### src/hw/rtl/cht_pkg.sv
// Shared types and constants for the chained hash table.
// No dependencies; every other file of the block but cht_ram imports this package.
package cht_pkg;

  // Fixed field widths of the channels and the configuration register.
  localparam int KEY_IN_BITS      = 32;
  localparam int BUCKET_OUT_BITS  = 8;
  localparam int CFG_BITS         = 9;
  localparam int APB_DATA_BITS    = 32;
  localparam int APB_ADDR_BITS    = 2;
  localparam int TABLE_SIZE_RESET = 251;

  // Register indexes of the configuration port.
  localparam int REG_TABLE_SIZE = 0;

  // Bits per hash digit and the widest word of the use map.
  localparam int DIGIT_BITS     = 4;
  localparam int USED_WORD_MAX  = 32;

  // Operation codes of an input item.
  typedef enum logic [1:0] {
    FUNC_INSERT = 2'd0,
    FUNC_SEARCH = 2'd1,
    FUNC_DELETE = 2'd2
  } cht_func_t;

  // Result status codes.
  typedef enum logic [1:0] {
    ST_OK        = 2'd0,
    ST_NOT_FOUND = 2'd1,
    ST_FULL      = 2'd2
  } cht_status_t;

  // Controller states.
  typedef enum logic [3:0] {
    S_CLEAR,
    S_IDLE,
    S_HASH,
    S_RD_USED,
    S_SCAN,
    S_ALLOC,
    S_RD_HEAD,
    S_HEAD,
    S_SET_HEAD,
    S_RD_NODE,
    S_NODE,
    S_FREE,
    S_RES_OK,
    S_RES_MISS,
    S_RES_FULL
  } cht_state_t;

  // Datapath operations, one per cycle.
  typedef enum logic [3:0] {
    OP_NONE,
    OP_CLEAR,
    OP_LOAD,
    OP_DIV,
    OP_SCAN,
    OP_ALLOC,
    OP_HEAD,
    OP_SET_HEAD_N,
    OP_STEP,
    OP_LINK_TAIL,
    OP_UNLINK,
    OP_FREE,
    OP_RES
  } cht_op_t;

  // Command from the controller to the datapath.
  typedef struct packed {
    cht_op_t     op;
    cht_status_t status;
  } cht_cmd_t;

  // Status from the datapath to the controller.
  typedef struct packed {
    logic       clr_done;
    logic       div_last;
    logic       pool_full;
    logic [1:0] func;
    logic       head_nil;
    logic       link_nil;
    logic       key_match;
    logic       scan_found;
    logic       out_free;
  } cht_stat_t;

endpackage

### src/hw/rtl/cht_ctrl.sv
// Controller state machine of the hash table: sequences the datapath operations.
// Uses cht_pkg for state, operation and command types.
module cht_ctrl (
  input  logic               clk,
  input  logic               rst_n,
  input  logic               in_valid,
  output logic               in_ready,
  input  cht_pkg::cht_stat_t stat,
  output cht_pkg::cht_cmd_t  cmd
);
  import cht_pkg::*;

  cht_state_t state_r, state_nxt;
  logic       is_insert;
  logic       is_lookup;

  assign is_insert = (stat.func == FUNC_INSERT);
  assign is_lookup = (stat.func == FUNC_SEARCH) || (stat.func == FUNC_DELETE);

  // State register; reset starts the clearing pass.
  always_ff @(posedge clk) begin
    if (!rst_n) begin
      state_r <= S_CLEAR;
    end else begin
      state_r <= state_nxt;
    end
  end

  // Next state.
  always_comb begin
    state_nxt = state_r;
    case (state_r)
      S_CLEAR: begin
        if (stat.clr_done) state_nxt = S_IDLE;
      end
      S_IDLE: begin
        if (in_valid) state_nxt = S_HASH;
      end
      S_HASH: begin
        if (stat.div_last) begin
          if (is_insert) begin
            state_nxt = stat.pool_full ? S_RES_FULL : S_RD_USED;
          end else if (is_lookup) begin
            state_nxt = S_RD_HEAD;
          end else begin
            state_nxt = S_RES_MISS;
          end
        end
      end
      S_RD_USED: state_nxt = S_SCAN;
      S_SCAN: begin
        state_nxt = stat.scan_found ? S_ALLOC : S_RD_USED;
      end
      S_ALLOC:   state_nxt = S_RD_HEAD;
      S_RD_HEAD: state_nxt = S_HEAD;
      S_HEAD: begin
        if (stat.head_nil) begin
          state_nxt = is_insert ? S_SET_HEAD : S_RES_MISS;
        end else begin
          state_nxt = S_RD_NODE;
        end
      end
      S_SET_HEAD: state_nxt = S_RES_OK;
      S_RD_NODE:  state_nxt = S_NODE;
      S_NODE: begin
        if (is_insert) begin
          state_nxt = stat.link_nil ? S_RES_OK : S_RD_NODE;
        end else if (stat.key_match) begin
          state_nxt = (stat.func == FUNC_DELETE) ? S_FREE : S_RES_OK;
        end else begin
          state_nxt = stat.link_nil ? S_RES_MISS : S_RD_NODE;
        end
      end
      S_FREE: state_nxt = S_RES_OK;
      S_RES_OK, S_RES_MISS, S_RES_FULL: begin
        if (stat.out_free) state_nxt = S_IDLE;
      end
      default: state_nxt = S_IDLE;
    endcase
  end

  // Outputs: handshake and datapath command.
  always_comb begin
    in_ready   = 1'b0;
    cmd.op     = OP_NONE;
    cmd.status = ST_OK;
    case (state_r)
      S_CLEAR: cmd.op = OP_CLEAR;
      S_IDLE: begin
        in_ready = 1'b1;
        if (in_valid) cmd.op = OP_LOAD;
      end
      S_HASH:     cmd.op = OP_DIV;
      S_SCAN:     cmd.op = OP_SCAN;
      S_ALLOC:    cmd.op = OP_ALLOC;
      S_HEAD:     cmd.op = OP_HEAD;
      S_SET_HEAD: cmd.op = OP_SET_HEAD_N;
      S_NODE: begin
        if (is_insert) begin
          cmd.op = stat.link_nil ? OP_LINK_TAIL : OP_STEP;
        end else if (stat.key_match) begin
          cmd.op = (stat.func == FUNC_DELETE) ? OP_UNLINK : OP_NONE;
        end else begin
          cmd.op = stat.link_nil ? OP_NONE : OP_STEP;
        end
      end
      S_FREE: cmd.op = OP_FREE;
      S_RES_OK: begin
        if (stat.out_free) cmd.op = OP_RES;
      end
      S_RES_MISS: begin
        cmd.status = ST_NOT_FOUND;
        if (stat.out_free) cmd.op = OP_RES;
      end
      S_RES_FULL: begin
        cmd.status = ST_FULL;
        if (stat.out_free) cmd.op = OP_RES;
      end
      default: begin
      end
    endcase
  end

endmodule

### config.mk
export PLATFORM = sky130hd
export DESIGN_NAME = cht_ctrl
export DESIGN_NICKNAME = d
export VERILOG_FILES = /design/src/hw/rtl/cht_pkg.sv /design/src/hw/rtl/cht_ctrl.sv
export SDC_FILE = /design/constraint.sdc
export NUM_CORES = 1
export LEC_CHECK = 0
export BUFFER_PORTS_ARGS = -buffer_cell sky130_fd_sc_hd__buf_2
export CAP_MARGIN = 40
export CELL_PAD_IN_SITES_DETAIL_PLACEMENT = 0
export CELL_PAD_IN_SITES_GLOBAL_PLACEMENT = 1
export CORE_MARGIN = 3
export CORE_UTILIZATION = 36
export DETAILED_ROUTE_END_ITERATION = 6
export GPL_TIMING_DRIVEN = 0
export PLACE_DENSITY_LB_ADDON = 0.1
export SLEW_MARGIN = 30
export SYNTH_ARGS = -nofsm -noshare
export SYNTH_HDL_FRONTEND = slang
export SYNTH_SLANG_ARGS = --single-unit
### constraint.sdc
create_clock -name clk -period 3.02 [get_ports clk]
set_input_delay 0.302 -clock clk [delete_from_list [all_inputs] [get_ports clk]]
set_output_delay 0.302 -clock clk [all_outputs]
set_load 0.05 [all_outputs]
==> results of run 1 <==
-- per-layer routing --
metal  part of all wire  vias to the layer above
met3              0.080                        0
met5                  0                        -
met2               0.43                       32
li1                   -                      403
met1               0.49                      354
met4                  0                        0
-- worst max path at each step --
stage	startpoint	to	slack [ns]	cells after the start
6_report	stat[5]	cmd[5]	1.04	9
4_1_cts	stat[5]	cmd[5]	1.04	9
2_1_floorplan	state_r[1]	cmd[2]	0.89	4
3_5_place_dp	stat[5]	cmd[5]	1.05	9
5_1_grt	stat[5]	cmd[5]	0.85	9
3_3_place_gp	stat[5]	cmd[5]	1.04	9
-- cells by family after synthesis --
| family | after synthesis | share of synthesized area |
|---|---|---|
| AOI/OAI and AO/OA | 34 | 0.3307 |
| adders and majority gates | 4 | 0.07828 |
| buffers and inverters | 12 | 0.08413 |
| DFF | 4 | 0.1252 |
| muxes | 1 | 0.01566 |
| and+or+nand+nor | 44 | 0.3660 |
-- power breakdown --
part | switching, mW | internal, mW | total [mW] | leakage (nW)
sequential | 0.00577 | 0.0572 | 0.0630 | 0.0326
clock | 0.0192 | 0.0442 | 0.0635 | 0.0138
combinational | 0.0907 | 0.0472 | 0.138 | 0.306
total | 0.116 | 0.149 | 0.264 | 0.353
-- synth_stat cells, drive strengths merged --
cell	number	area share
a21boi	2	0.023
a21o	1	0.012
a21oi	9	0.070
a221oi	1	0.014
a311oi	1	0.014
a31oi	1	0.0098
a32o	1	0.016
and2	3	0.031
and2b	1	0.014
buf	4	0.035
clkbuf	1	0.0078
dfxtp	4	0.13
ha	4	0.078
inv	7	0.041
mux2i	1	0.016
nand2	10	0.059
nand2b	5	0.049
nand3	3	0.023
nand4	1	0.0098
nor2	7	0.041
nor2b	3	0.029
nor3	6	0.055
nor3b	1	0.012
nor4	2	0.020
nor4b	1	0.014
o211ai	1	0.012
o21a	1	0.012
o21ai	12	0.094
o21bai	1	0.012
o221a	1	0.018
o311ai	1	0.014
o31ai	1	0.012
or3	1	0.0098
-- area by class of cell --
type / count / area, um^2
inverter: 7 / 26.28
multi-input combinational: 83 / 505.5
buffer: 5 / 27.53
fill: 192 / 807.0
timing repair buffer: 19 / 95.09
sequential: 4 / 80.08
clock buffer: 3 / 22.52
tap: 24 / 30.03
-- worst max-delay path, stage by stage --
cell and delay (ns):
buf_2 0.09, inv_1 0.06, ha_1 0.24, inv_1 0.07
mux2i_1 0.07, o311ai_0 0.33, o21ai_0 0.13, and2_1 0.17
buf_2 0.20
==> flow_metrics.env, run 1 <==
export IMPL_timing_rr_start="state_r[1]"
export IMPL_final_cell_mix="buf_2 (22), o21ai_0 (11), nand2_1 (10), a21oi_1 (9), nor2_1 (7)"
export IMPL_yosysWarningCount=0
export IMPL_finalPower_mw=0.2644
export IMPL_holdBufCountCts=0
export IMPL_grt_overflow_total=0
export IMPL_clk_pin_slew_ns=0.03
export IMPL_first_global_vias=637
export IMPL_antenna_found_initial=0
export IMPL_slew_violations=0
export IMPL_p_leak_nw=0.3526
export IMPL_drt_wl_total_um=1856
export IMPL_ys_seq_area_frac=0.1252
export IMPL_place_area_um2=764.5
export IMPL_outcome="completed"
export IMPL_grt_max_degree=11
export IMPL_min_from="rst_n"
export IMPL_cts_root_buf="clkbuf_4"
export IMPL_grt_pass1_wl_um=2835
export IMPL_ys_types=38
export IMPL_initial_core_util=0.4011
export IMPL_reg2reg_setup_slack_ns=1.62
export IMPL_yosys_register_bits=4
export IMPL_largest_reg_flops=4
export IMPL_antenna_cells=0
export IMPL_finalSetupTns_ns=0
export IMPL_busiest_layer="met2"
export IMPL_rsz0062_at_grt="false"
export IMPL_met2_usage=0.2578
export IMPL_clock_sinks=4
export IMPL_critPathLaunchType="input pin"
export IMPL_tightest_slew_ns=0.3539
export IMPL_fmax_mhz=506.2
export IMPL_drtIter0Drc=26
export IMPL_post_route_min_period_ns=1.975
export IMPL_whs_path_depth=2
export IMPL_cts_htree_levels=1
export IMPL_peakVddDrop_v=0.0003105
export IMPL_final_common_cell="buf_2"
export IMPL_critical_path_class="in2out"
export IMPL_drc=0
export IMPL_use_met1=0.2451
export IMPL_fin_hold_ws_ns=0.3317
export IMPL_final_nets=140
export IMPL_setup_ws_ns=1.045
export IMPL_synth_fp_nets=116
export IMPL_rows=14
export IMPL_cp_end_kind="primary output"
export IMPL_fin_crit_sh=0.6541
export IMPL_fin_skew_ns=0.003779
export IMPL_slew_headroom=0.7611
export IMPL_area_growth_pct=23.09
export IMPL_worstPathRequired_ns=2.72
export IMPL_placedCellCount=142
export IMPL_die_area_mm2=0.002317
export IMPL_insertion_delay_ns=0.23
export IMPL_cts_buffer_depth=2
export IMPL_synthCells=99
export IMPL_wl_per_cell_um=12.80
export IMPL_setup_viol=0
export IMPL_p_per_area_mw_per_mm2=336.0
export IMPL_drv_cap=0
export IMPL_dieHeight_um=48.14
export IMPL_dr_pass1_iters=4
export IMPL_post_cts_buffers=0
export IMPL_place_gp_congestion=0.8918
export IMPL_port_buffers=19
export IMPL_preCtsSetupSlack_ns=1.049
export IMPL_final_cell_area_um2=787.0
export IMPL_drive_gt1_frac=0.2645
export IMPL_worstHoldEndpoint="state_r[3]"
export IMPL_met3_usage=0.06273
export IMPL_tritoncts="yes"
export IMPL_top_regs="state_r (4)"
export IMPL_detail_route_antenna_nets=0
export IMPL_instances_no_fill=145
export IMPL_crit_fanout=4
export IMPL_grt_usage=0.1704
export IMPL_cts_resized=0
export IMPL_timing_rr_end="state_r[2]"
export IMPL_die_w_um=48.14
export IMPL_io_pins=20
export IMPL_regMostFlops="state_r"
export IMPL_syn_area_um2=639.4
export IMPL_min_path_type="in2reg"
export IMPL_numCtsBuffers=3
export IMPL_coreArea_mm2=0.001594
export IMPL_hold_viol=0
export IMPL_dp_hpwl_um=1447
export IMPL_syn_area_per_cell_um2=6.458
export IMPL_finish_utilization=0.4937
export IMPL_num_vias=789
export IMPL_post_drt_via_cell_ratio=5.441
export IMPL_crit_arrival_ns=1.67
export IMPL_r2r_cells=4
Note: power is estimated with default switching activity, not from simulation.
==> run 2: changes to the inputs <==
Settings changed: CORE_UTILIZATION 36 to 30.
Clock period 3.02 ns to 1.6 ns, I/O delays scaled along.
==> run 2 against run 1 <==
  * Combinational power increased by 130%
  * Count of clock-buffer cells in the layout unchanged
  * Sequential power increased by 92%
  * Sequential cell count unchanged
  * Routed wire length increased by 9.3%
  * Clock power increased by 95%
  * Final cell count increased by 2.8%
  * Register-to-register slack got worse by 1.5 ns
  * Global-route usage decreased by 1.2 points
  * Worst setup slack got worse by 1.0 ns
  * Via count increased by 1.1%
  * Power increased by 110%
  * Critical endpoint unchanged
==> flow_metrics.env, run 2 (synthesis results as in run 1) <==
export IMPL_min_from="rst_n"
export IMPL_dieHeight_um=52.17
export IMPL_io_pins=20
export IMPL_clock_sinks=4
export IMPL_largest_reg_flops=4
export IMPL_finalPower_mw=0.5592
export IMPL_worstPathRequired_ns=1.44
export IMPL_post_route_min_period_ns=1.567
export IMPL_finish_utilization=0.4684
export IMPL_grt_overflow_total=0
export IMPL_drive_gt1_frac=0.4016
export IMPL_whs_path_depth=2
export IMPL_cts_root_buf="clkbuf_4"
export IMPL_peakVddDrop_v=0.0004905
export IMPL_place_gp_congestion=0.8388
export IMPL_drtIter0Drc=8
export IMPL_post_drt_via_cell_ratio=5.356
export IMPL_fin_skew_ns=0.001866
export IMPL_dp_hpwl_um=1551
export IMPL_antenna_found_initial=0
export IMPL_setup_viol=0
export IMPL_numCtsBuffers=3
export IMPL_wl_per_cell_um=13.61
export IMPL_detail_route_antenna_nets=0
export IMPL_clk_pin_slew_ns=0.04
export IMPL_initial_core_util=0.3226
export IMPL_final_cell_mix="buf_2 (15), o21ai_0 (9), a21oi_1 (9), nand2_1 (8)"
export IMPL_die_w_um=52.17
export IMPL_grt_pass1_wl_um=3243
export IMPL_die_area_mm2=0.002721
export IMPL_min_path_type="in2reg"
export IMPL_dr_pass1_iters=4
export IMPL_drc=0
export IMPL_slew_headroom=0.7954
export IMPL_grt_max_degree=11
export IMPL_rsz0062_at_grt="true"
export IMPL_timing_rr_start="state_r[2]"
export IMPL_cp_end_kind="primary output"
export IMPL_grt_usage=0.1580
export IMPL_finalSetupTns_ns=0
export IMPL_final_common_cell="buf_2"
export IMPL_num_vias=798
export IMPL_coreArea_mm2=0.001982
export IMPL_crit_arrival_ns=1.41
export IMPL_fill_cells=212
export IMPL_drt_wl_total_um=2028
export IMPL_cts_buffer_depth=2
export IMPL_final_nets=141
export IMPL_placedCellCount=145
export IMPL_p_leak_nw=0.3831
export IMPL_multi_input_area_um2=558.0
export IMPL_top_regs="state_r (4)"
export IMPL_port_buffers=19
export IMPL_timing_rr_end="state_r[1]"
export IMPL_outcome="completed"
export IMPL_antenna_cells=0
export IMPL_fin_crit_sh=0.9796
export IMPL_critical_path_class="reg2out"
export IMPL_hold_viol=0
export IMPL_instances_no_fill=149
export IMPL_place_area_um2=783.3
export IMPL_slew_violations=0
export IMPL_area_growth_pct=45.21
export IMPL_first_global_vias=700
export IMPL_worstHoldEndpoint="state_r[3]"
export IMPL_rows=16
export IMPL_fmax_mhz=638.0
export IMPL_tightest_slew_ns=0.3041
export IMPL_cts_htree_levels=1
export IMPL_crit_fanout=8
export IMPL_ff_latch_area_um2=88.84
export IMPL_critPathLaunchType="flip-flop"
export IMPL_r2r_cells=6
export IMPL_regMostFlops="state_r"
export IMPL_drv_cap=0
export IMPL_reg2reg_setup_slack_ns=0.12
export IMPL_final_cell_area_um2=928.4
export IMPL_insertion_delay_ns=0.23
export IMPL_p_per_area_mw_per_mm2=602.4
export IMPL_tritoncts="yes"
## run 2: what timing repair did
item	4_1_cts	5_1_grt
hold buffers	0	0
pin swaps	0	3
buffers inserted	0	1
endpoints found under the setup margin	4	5
resized for setup	22	17
## run 2: worst max path at each step
| stage | start | end | slack [ns] | cells past startpoint |
|---|---|---|---|---|
| 6_report | state_r[2] | cmd[5] | 0.03 | 6 |
| 3_3_place_gp | stat[5] | cmd[5] | -0.16 | 9 |
| 5_1_grt | stat[5] | cmd[5] | -0.04 | 9 |
| 3_5_place_dp | stat[5] | cmd[5] | -0.14 | 9 |
| 2_1_floorplan | state_r[1] | cmd[2] | -0.02 | 4 |
| 4_1_cts | state_r[2] | cmd[4] | -0.002 | 6 |
## run 2: critical path, cell delays in order (launching register included)
cell	delay, ns
dfxtp_1	0.32
buf_6	0.14
clkinvlp_4	0.17
o311ai_4	0.10
o21ai_1	0.11
and2_1	0.18
buf_6	0.15
## run 2: metal layers
layer | track usage | vias to the layer above | routed length, um
met5 | 0 | - | 0
met4 | 0.02553 | 0 | 10
met3 | 0.03725 | 2 | 106
met2 | 0.2531 | 19 | 931
met1 | 0.2172 | 370 | 979
li1 | - | 407 | -
## run 2: stage by stage
stage	hold slack, ns	worst slack (ns)
3_3_place_gp	0.4314	-0.1620
3_5_place_dp	0.4248	-0.1363
6_report	0.1872	0.03257
4_1_cts	0.1803	-0.002369
2_1_floorplan	0.2778	-0.01766
5_1_grt	0.1840	-0.04290
## run 2: power breakdown
part	switching, mW	internal, mW	total, mW
sequential	0.0131	0.107	0.121
combinational	0.191	0.124	0.315
clock	0.0398	0.0838	0.124
total	0.244	0.315	0.559
## run 2: final cells by class
class | instances | share of cell area
inverters | 7 | 0.03235
repair buffers | 20 | 0.1415
well taps | 27 | 0.03639
flip-flops and latches | 4 | 0.09569
clock buffers | 3 | 0.02426
multi-input cells | 83 | 0.6011
plain buffers | 5 | 0.06873
